**config.mk**
```make
export PLATFORM = sky130hd
export DESIGN_NAME = irrigation_pump_fan_controller
export DESIGN_NICKNAME = d
export VERILOG_FILES = /design/src/design/ipfc_pkg.sv /design/src/design/irrigation_pump_fan_controller.sv /design/src/design/ipfc_core.sv
export SDC_FILE = /design/constraint.sdc
export NUM_CORES = 2
export LEC_CHECK = 0
export ABC_AREA = 1
export BUFFER_PORTS_ARGS = -buffer_cell sky130_fd_sc_hd__buf_4
export CORE_ASPECT_RATIO = 1.1
export CORE_MARGIN = 1
export CORE_UTILIZATION = 30
export CTS_BUF_LIST = sky130_fd_sc_hd__clkbuf_8
export DETAILED_ROUTE_END_ITERATION = 10
export PLACE_DENSITY = 0.48
export SLEW_MARGIN = 5
export SYNTH_ARGS = -nofsm -noshare
export SYNTH_HDL_FRONTEND = slang
export SYNTH_SLANG_ARGS = --single-unit
```
**constraint.sdc**
```tcl
create_clock -name clk -period 9.62 [get_ports clk]
set_clock_uncertainty 0.05 [all_clocks]
set_input_delay 0.962 -clock clk [delete_from_list [all_inputs] [get_ports clk]]
set_output_delay 0.962 -clock clk [all_outputs]
set_load 0.01 [all_outputs]
```
**src/design/ipfc_pkg.sv**
```systemverilog
// Shared types, register codes and constants for the irrigation pump and fan controller.
`default_nettype none
package ipfc_pkg;

	// field widths
	localparam int RAW_W   = 12;
	localparam int TEMP_W  = 11;
	localparam int PCT_W   = 7;
	localparam int MS_W    = 20;
	localparam int DEB_W   = 16;
	localparam int TIME_W  = 32;
	localparam int LEFT_W  = 11;
	localparam int CFG_A_W = 3;
	localparam int CFG_D_W = 20;
	localparam int IN_W    = 32;
	localparam int OUT_W   = 24;

	// register indexes
	localparam logic [CFG_A_W-1:0] CFG_DRY      = 3'd0;
	localparam logic [CFG_A_W-1:0] CFG_WET      = 3'd1;
	localparam logic [CFG_A_W-1:0] CFG_PUMP_MAX = 3'd2;
	localparam logic [CFG_A_W-1:0] CFG_COOLDOWN = 3'd3;
	localparam logic [CFG_A_W-1:0] CFG_SAMPLE   = 3'd4;
	localparam logic [CFG_A_W-1:0] CFG_DEBOUNCE = 3'd5;
	localparam logic [CFG_A_W-1:0] CFG_FAN_ON   = 3'd6;

	// register reset values
	localparam logic [PCT_W-1:0]  DRY_RST      = 7'd40;
	localparam logic [PCT_W-1:0]  WET_RST      = 7'd70;
	localparam logic [MS_W-1:0]   PUMP_MAX_RST = 20'd15000;
	localparam logic [MS_W-1:0]   COOLDOWN_RST = 20'd30000;
	localparam logic [MS_W-1:0]   SAMPLE_RST   = 20'd2000;
	localparam logic [DEB_W-1:0]  DEBOUNCE_RST = 16'd250;
	localparam logic [TEMP_W-1:0] FAN_ON_RST   = 11'd300;

	// percent = (4095 - raw) * 20 / 519, by reciprocal: ceil(2^27 / 519)
	localparam int               MOIST_X_W   = 17;
	localparam int               MOIST_SHIFT = 27;
	localparam logic [17:0]      MOIST_RECIP = 18'd258609;
	localparam int               QUOT_W      = 8;
	localparam logic [PCT_W-1:0] PCT_MAX     = 7'd100;

	// seconds = ms / 1000, by reciprocal: ceil(2^30 / 1000)
	localparam int          SEC_SHIFT = 30;
	localparam logic [20:0] SEC_RECIP = 21'd1073742;

	typedef struct packed {
		logic [PCT_W-1:0]  dry;
		logic [PCT_W-1:0]  wet;
		logic [MS_W-1:0]   pump_max;
		logic [MS_W-1:0]   cooldown;
		logic [MS_W-1:0]   sample_int;
		logic [DEB_W-1:0]  debounce;
		logic [TEMP_W-1:0] fan_on;
	} cfg_t;

	// control result, before the ms-to-seconds conversion
	typedef struct packed {
		logic             pump_on;
		logic             fan_on;
		logic             safety_lock;
		logic [PCT_W-1:0] moisture_percent;
		logic             sampled;
		logic [MS_W-1:0]  lock_left_ms;
	} ctrl_res_t;

endpackage
`default_nettype wire

```
**src/design/irrigation_pump_fan_controller.sv**
```systemverilog
// Top level: stream ports, configuration registers and the four-stage tick pipeline.
//
//  channel  | direction | signals                          | content
//  ---------+-----------+----------------------------------+-------------------------------
//  s_*      | in        | s_tvalid s_tready s_tdata[31:0]  | one millisecond tick
//  m_*      | out       | m_tvalid m_tready m_tdata[23:0]  | one result per tick
//  cfg_*    | in        | cfg_wen cfg_idx[2:0] cfg_data    | register write, no read-back
//
// One request per cycle while m_tready stays high; four register stages, so m_tvalid rises
// after the input register, percent multiply, control state update and seconds multiply
// stages. The control state loop closes inside the update stage.
// arst_n clears all stage valids and control state and loads register defaults.
// Each stage holds while the next is full and stalled; empty stages collapse.
`default_nettype none
module irrigation_pump_fan_controller (
	input  wire logic                            clk,
	input  wire logic                            arst_n,
	input  wire logic                            s_tvalid,
	output logic                                 s_tready,
	// [11:0] moisture_raw, [22:12] temp_tenths, [23] sensor_valid, [24] button_level
	input  wire logic [ipfc_pkg::IN_W-1:0]       s_tdata,
	output logic                                 m_tvalid,
	input  wire logic                            m_tready,
	// [0] pump_on, [1] fan_on, [2] safety_lock, [9:3] moisture_percent,
	// [20:10] cooldown_left_s, [21] sampled
	output logic [ipfc_pkg::OUT_W-1:0]           m_tdata,
	input  wire logic                            cfg_wen,
	input  wire logic [ipfc_pkg::CFG_A_W-1:0]    cfg_idx,
	input  wire logic [ipfc_pkg::CFG_D_W-1:0]    cfg_data
);
	import ipfc_pkg::*;

	cfg_t cfg_q;

	logic                     v_s1, v_s2, v_s3, out_v_q;
	logic                     adv_s1, adv_s2, adv_s3, adv_out;
	logic [RAW_W-1:0]         raw_s1;
	logic signed [TEMP_W-1:0] temp_s1, temp_s2;
	logic                     valid_s1, valid_s2, button_s1, button_s2;
	logic [QUOT_W-1:0]        quot_s2;
	logic [MOIST_X_W-1:0]     moist_x;
	logic [MOIST_X_W+17:0]    moist_prod;
	ctrl_res_t                res_s3;
	logic [MS_W+20:0]         sec_prod;
	logic [OUT_W-1:0]         out_data_q;

	// stage flow control
	assign adv_out  = !out_v_q || m_tready;
	assign adv_s3   = !v_s3 || adv_out;
	assign adv_s2   = !v_s2 || adv_s3;
	assign adv_s1   = !v_s1 || adv_s2;
	assign s_tready = adv_s1;
	assign m_tvalid = out_v_q;
	assign m_tdata  = out_data_q;

	// configuration registers
	always_ff @(posedge clk or negedge arst_n) begin
		if (!arst_n) begin
			cfg_q.dry        <= DRY_RST;
			cfg_q.wet        <= WET_RST;
			cfg_q.pump_max   <= PUMP_MAX_RST;
			cfg_q.cooldown   <= COOLDOWN_RST;
			cfg_q.sample_int <= SAMPLE_RST;
			cfg_q.debounce   <= DEBOUNCE_RST;
			cfg_q.fan_on     <= FAN_ON_RST;
		end else if (cfg_wen) begin
			case (cfg_idx)
				CFG_DRY:      cfg_q.dry        <= cfg_data[PCT_W-1:0];
				CFG_WET:      cfg_q.wet        <= cfg_data[PCT_W-1:0];
				CFG_PUMP_MAX: cfg_q.pump_max   <= cfg_data[MS_W-1:0];
				CFG_COOLDOWN: cfg_q.cooldown   <= cfg_data[MS_W-1:0];
				CFG_SAMPLE:   cfg_q.sample_int <= cfg_data[MS_W-1:0];
				CFG_DEBOUNCE: cfg_q.debounce   <= cfg_data[DEB_W-1:0];
				CFG_FAN_ON:   cfg_q.fan_on     <= cfg_data[TEMP_W-1:0];
				default: ;
			endcase
		end
	end

	// valid bits
	always_ff @(posedge clk or negedge arst_n) begin
		if (!arst_n) begin
			v_s1    <= 1'b0;
			v_s2    <= 1'b0;
			v_s3    <= 1'b0;
			out_v_q <= 1'b0;
		end else begin
			if (adv_s1)
				v_s1 <= s_tvalid;
			if (adv_s2)
				v_s2 <= v_s1;
			if (adv_s3)
				v_s3 <= v_s2;
			if (adv_out)
				out_v_q <= v_s3;
		end
	end

	// stage 1: input register
	always_ff @(posedge clk) begin
		if (adv_s1) begin
			raw_s1    <= s_tdata[RAW_W-1:0];
			temp_s1   <= s_tdata[RAW_W+TEMP_W-1:RAW_W];
			valid_s1  <= s_tdata[RAW_W+TEMP_W];
			button_s1 <= s_tdata[RAW_W+TEMP_W+1];
		end
	end

	// stage 2: (4095 - raw) * 20 times reciprocal of 519
	assign moist_x    = {1'b0, ~raw_s1, 4'b0} + {3'b0, ~raw_s1, 2'b0};
	assign moist_prod = moist_x * MOIST_RECIP;

	always_ff @(posedge clk) begin
		if (adv_s2) begin
			quot_s2   <= moist_prod[MOIST_SHIFT+QUOT_W-1:MOIST_SHIFT];
			temp_s2   <= temp_s1;
			valid_s2  <= valid_s1;
			button_s2 <= button_s1;
		end
	end

	// stage 3: control state update
	ipfc_core u_core (
		.clk          (clk),
		.arst_n       (arst_n),
		.step         (adv_s3 && v_s2),
		.cfg          (cfg_q),
		.quot         (quot_s2),
		.temp_tenths  (temp_s2),
		.sensor_valid (valid_s2),
		.button_level (button_s2),
		.res          (res_s3)
	);

	// output stage: lockout ms to whole seconds
	assign sec_prod = res_s3.lock_left_ms * SEC_RECIP;

	always_ff @(posedge clk) begin
		if (adv_out) begin
			out_data_q <= {2'b0, res_s3.sampled,
				sec_prod[SEC_SHIFT+LEFT_W-1:SEC_SHIFT],
				res_s3.moisture_percent, res_s3.safety_lock,
				res_s3.fan_on, res_s3.pump_on};
		end
	end

	// pump never runs while locked out
	a_pump_lock: assert property (@(posedge clk) disable iff (!arst_n)
		m_tvalid |-> !(m_tdata[0] && m_tdata[2]))
		else $error("pump on during lockout");

	// remaining cooldown only reported while locked
	a_left_lock: assert property (@(posedge clk) disable iff (!arst_n)
		(m_tvalid && (m_tdata[20:10] != '0)) |-> m_tdata[2])
		else $error("cooldown left without lockout");

	// percent saturates at 100
	a_pct_range: assert property (@(posedge clk) disable iff (!arst_n)
		m_tvalid |-> (m_tdata[9:3] <= PCT_MAX))
		else $error("moisture percent above 100");

endmodule
`default_nettype wire

```
**src/design/ipfc_core.sv**
```systemverilog
// Control state machine: button toggle, pump run limit, lockout and sampling, one tick per step.
`default_nettype none
module ipfc_core (
	input  wire logic                          clk,
	input  wire logic                          arst_n,
	input  wire logic                          step,
	input  wire ipfc_pkg::cfg_t                cfg,
	input  wire logic [ipfc_pkg::QUOT_W-1:0]   quot,
	input  wire logic signed [ipfc_pkg::TEMP_W-1:0] temp_tenths,
	input  wire logic                          sensor_valid,
	input  wire logic                          button_level,
	output ipfc_pkg::ctrl_res_t                res
);
	import ipfc_pkg::*;

	logic [TIME_W-1:0] now_q, last_samp_q, last_tog_q, pump_start_q, lock_start_q;
	logic              button_prev_q, pump_q, fan_q, lock_q;
	logic [PCT_W-1:0]  moist_q;
	ctrl_res_t         res_q;

	logic [PCT_W-1:0]  pct;
	logic [TIME_W-1:0] el_lock;
	logic              tog, forced, expire, samp;
	logic              pump1, lock1, lock2;
	logic              pump_n, lock_n, fan_n;
	logic [TIME_W-1:0] pump_start_n;
	logic [MS_W-1:0]   left_ms;

	// saturate the calibrated percent
	assign pct = (quot > {1'b0, PCT_MAX}) ? PCT_MAX : quot[PCT_W-1:0];

	// next-state logic, all timer differences from the old state
	always_comb begin
		tog = !button_level && button_prev_q &&
			((now_q - last_tog_q) > {{(TIME_W-DEB_W){1'b0}}, cfg.debounce});
		forced = pump_q && ((now_q - pump_start_q) >= {{(TIME_W-MS_W){1'b0}}, cfg.pump_max});
		pump1 = pump_q && !forced;
		lock1 = lock_q || forced;
		el_lock = forced ? '0 : (now_q - lock_start_q);
		expire = lock1 && (el_lock >= {{(TIME_W-MS_W){1'b0}}, cfg.cooldown});
		lock2 = lock1 && !expire;
		samp = (now_q - last_samp_q) >= {{(TIME_W-MS_W){1'b0}}, cfg.sample_int};

		pump_n = pump1;
		lock_n = lock2;
		fan_n = fan_q ^ tog;
		pump_start_n = pump_start_q;
		if (samp && sensor_valid) begin
			if (pct < cfg.dry) begin
				if (!lock2 && !pump1) begin
					pump_n = 1'b1;
					pump_start_n = now_q;
				end
			end else if (pct > cfg.wet) begin
				pump_n = 1'b0;
				lock_n = 1'b0;
			end else begin
				lock_n = 1'b0;
			end
			fan_n = $signed(temp_tenths) > $signed(cfg.fan_on);
		end

		// remaining lockout in ms; lock start is not moved by the sample
		if (lock_n && (el_lock < {{(TIME_W-MS_W){1'b0}}, cfg.cooldown}))
			left_ms = cfg.cooldown - el_lock[MS_W-1:0];
		else
			left_ms = '0;
	end

	// state and result registers
	always_ff @(posedge clk or negedge arst_n) begin
		if (!arst_n) begin
			now_q         <= '0;
			last_samp_q   <= '0;
			last_tog_q    <= '0;
			pump_start_q  <= '0;
			lock_start_q  <= '0;
			button_prev_q <= 1'b1;
			pump_q        <= 1'b0;
			fan_q         <= 1'b0;
			lock_q        <= 1'b0;
			moist_q       <= '0;
			res_q         <= '0;
		end else if (step) begin
			now_q         <= now_q + TIME_W'(1);
			button_prev_q <= button_level;
			if (tog)
				last_tog_q <= now_q;
			if (forced)
				lock_start_q <= now_q;
			if (samp) begin
				last_samp_q <= now_q;
				moist_q     <= pct;
			end
			pump_start_q <= pump_start_n;
			pump_q       <= pump_n;
			fan_q        <= fan_n;
			lock_q       <= lock_n;
			res_q.pump_on          <= pump_n;
			res_q.fan_on           <= fan_n;
			res_q.safety_lock      <= lock_n;
			res_q.moisture_percent <= samp ? pct : moist_q;
			res_q.sampled          <= samp;
			res_q.lock_left_ms     <= left_ms;
		end
	end

	assign res = res_q;

endmodule
`default_nettype wire

```
==> metrics.md <==
| Metric | Value |
|---|---|
| Post-Syn Area | 37,000 µm² |
| Crit-path max cell delay | 0.52 ns |
| Placer Congestion | 0.919 |
| Vias in the first global route | 31,120 |
| Vias post-DR | 30,608 |
| # hold bufs at CTS | 0 |
| Slew headroom | 0.268 |
| Status | completed |
| CTS Root Cell | clkbuf_8 |
| WP data required | 10.02 ns |
| GRT Resource Usage Total | 0.175 |
| Largest net degree at the start of global routing | 150 |
| Multi-input gate area | 23,100 µm² |
| Filler Cell Count | 13,227 |
| Synth Instances | 4,907 |
| Final setup vio count | 0 |
| Slowest stage cell on the critical path | fa_1 |
| Compound-Gate Fraction of Synth Area | 0.0930 |
| Synth Area in Adders | 0.276 |
| Critical path data arrival time | 8.10 ns |
| Area leader, netlist | ha_1 |
| Clk_lat worst skew | 0.71 ns |
| DRC | 0 |
| Post-synthesis xor/xnor area fraction | 0.0353 |
| Setup Crit Path Kind | reg -> reg |
| Post-route ant nets | 0 |
| Max Freq | 130 MHz |
| Sequential share of the synthesized area | 0.257 |
| Crit end category | flip-flop |
| Most common cell in the netlist | nand2_1 |
| FF/Latch Area | 9520 µm² |
| Fraction of layout cells with a size suffix above 1 | 0.0716 |
| Post-synthesis mux area share | 0 |
| Initial antenna violation count | 5 |
| Post-synth EDFFs | 68 |
| 1st-iter DRT viols | 1,628 |
| Total gr overflow | 0 |
| Clock tree buffer depth | 3 |
| Layout overhead on the synthesized area | 10.9% |
| Hold WC Path Type | in -> async |
| Count of final hold-check violations | 0 |
| Maxcap violations | 0 |
| Routed WL per cell | 15.9 µm |
| Clock sink count | 365 |
| HPWL Detailed | 88.6 mm |
| Die height | 370 µm |
| Port Buffers | 76 |
| Cts bufs inserted | 74 |
| Ys Warns | 0 |
| Routed Wire Length | 107 mm |
| Unique masters post-synth | 63 |
| Max-slew violations | 0 |
| RSZ-0062 raised after global routing | no |
| Largest family of logic cells by synthesized area | adder cells |
| Area share of the largest cell type after synthesis | 0.186 |
| Synth top area cells | ha_1, dfrtp_1, nand2_1 |
| First-pass GRT wire length | 170 mm |
| Worst-Margin Slew | 1.10 ns |
| Die width | 337 µm |
| Std cell rows | 134 |
| Setup tns final | 0 ns |
| CTS tree | yes |
| CP max FO | 6 |
| Post-cts repair resize count | 0 |
| CORE AREA | 122,000 µm² |
| Final worst path period share | 0.800 |
| Synth Area in Simple Gates | 0.220 |
| Die footprint | 125,000 µm² |
| Clk slew on worst S/H paths | 0.06 ns |
| Router iterations before antenna repair | 5 |
| Synth async-reset ratio | 0.814 |
| Fin crit period | 7.70 ns |
| Postcts setup bufs | 0 |
| Post-synth top cells | nand2_1, inv_1, ha_1, nor2_1, o21ai_0 |
| Synthesized area per cell | 7.54 µm² |
| Startpoint types | flip-flop |
| IO Pins | 86 |
| #FFs+latches synth | 365 |
| Initial core utilization | 0.304 |
| CTS HTree Levels | 3 |
| Vias/cell | 4.54 |
| Nets | 5,810 |
| Top_reg_cell synth | dfrtp_1 |
critical path: cells and delay by family (launching register included):
| kind | cells | cell delay, ns |
|---|---|---|
| xor+xnor | 2 | 0.49 |
| fa+ha+maj | 8 | 3.23 |
| compound gates | 10 | 1.87 |
| buf+inv | 5 | 0.41 |
| simple gates | 7 | 0.99 |
| flops | 1 | 0.39 |
path summary, 6_finish.rpt:
| kind | startpoint | to | slack [ns] | depth (start not counted) |
|---|---|---|---|---|
| max | raw_s1[1]$_DFFE_PP_ | quot_s2[4]$_DFFE_PP_ | 1.92 | 32 |
| min | arst_n | u_core.now_q[28]$_DFFE_PN0P_ | 0.21 | 1 |
| max reg2reg | raw_s1[1]$_DFFE_PP_ | quot_s2[4]$_DFFE_PP_ | 1.92 | 32 |
| min reg2reg | temp_s1[5]$_DFFE_PP_ | temp_s2[5]$_DFFE_PP_ | 0.36 | 0 |
| max in group asynchronous | arst_n | cfg_q[86]$_DFFE_PN0P_ | 7.90 | 2 |
| min in group clk | temp_s1[5]$_DFFE_PP_ | temp_s2[5]$_DFFE_PP_ | 0.36 | 0 |
sequential cells by signal (all words and copies together) (netlist names):
signal / flops
u_core.lock_start_q: 32
m_tdata: 22
u_core.now_q: 32
v_s3: 1
u_core.button_prev_q: 1
button_s1: 1
u_core.last_tog_q: 32
valid_s2: 1
temp_s1: 11
cfg_q: 101
valid_s1: 1
u_core.last_samp_q: 32
button_s2: 1
temp_s2: 11
raw_s1: 12
quot_s2: 8
v_s1: 1
u_core.res: 31
v_s2: 1
u_core.pump_start_q: 32
m_tvalid: 1
final cells by class:
class	count	share of cell area
multi-input cells	3431	0.563
repair buffers	118	0.0221
diodes	8	0.000488
clock buffers	87	0.0292
inverters	1043	0.0954
clock inverters	51	0.00805
flip-flops and latches	365	0.232
well taps	1632	0.0498
cells in the final DEF (no fill, tap or decap), types with 87 or more instances in the layout:
master	Yosys	layout
ha_1	551	551
xor2_1	111	111
a21oi_1	232	232
fa_1	166	166
nand3_1	191	191
nand2_1	1253	1253
dfrtp_1	261	261
inv_1	1032	1060
o21ai_0	282	282
nor2_1	285	285
clkbuf_8	0	87
buf_4	5	116
metal layers:
| metal | track usage | up-vias | share of wire | wire [µm] |
|---|---|---|---|---|
| met1 | 0.234 | 14282 | 0.48 | 51600 |
| met4 | 0.0469 | 0 | 0.023 | 2460 |
| met3 | 0.0198 | 139 | 0.029 | 3140 |
| li1 | - | 15748 | - | - |
| met2 | 0.298 | 439 | 0.46 | 49700 |
| met5 | 0 | - | 0 | 0 |
logic make-up after synthesis:
logic type | Yosys count
and+or+nand+nor | 1932
DFF | 365
AOI/OAI and AO/OA | 631
buffers and inverters | 1112
xor gates and xnor gates | 149
other | 1
adders and majority gates | 717
stage by stage:
| stage | util | cell area (µm²) | cells | worst slack [ns] | hold WS [ns] |
|---|---|---|---|---|---|
| 2_1_floorplan | - | 37000 | 4908 | 2.72 | 0.350 |
| 3_3_place_gp | 0.324 | 39500 | 6589 | 1.86 | 0.357 |
| 3_5_place_dp | 0.324 | 39500 | 6589 | 1.89 | 0.355 |
| 4_1_cts | 0.337 | 41000 | 6727 | 1.89 | 0.227 |
| 5_1_grt | 0.337 | 41000 | 6731 | 1.29 | 0.236 |
| 6_report | 0.337 | 41000 | 6735 | 1.92 | 0.206 |
Power is left out: the tool's default activity adds up to more than one toggle a clock period on the data nets, which glitch-free logic cannot reach.
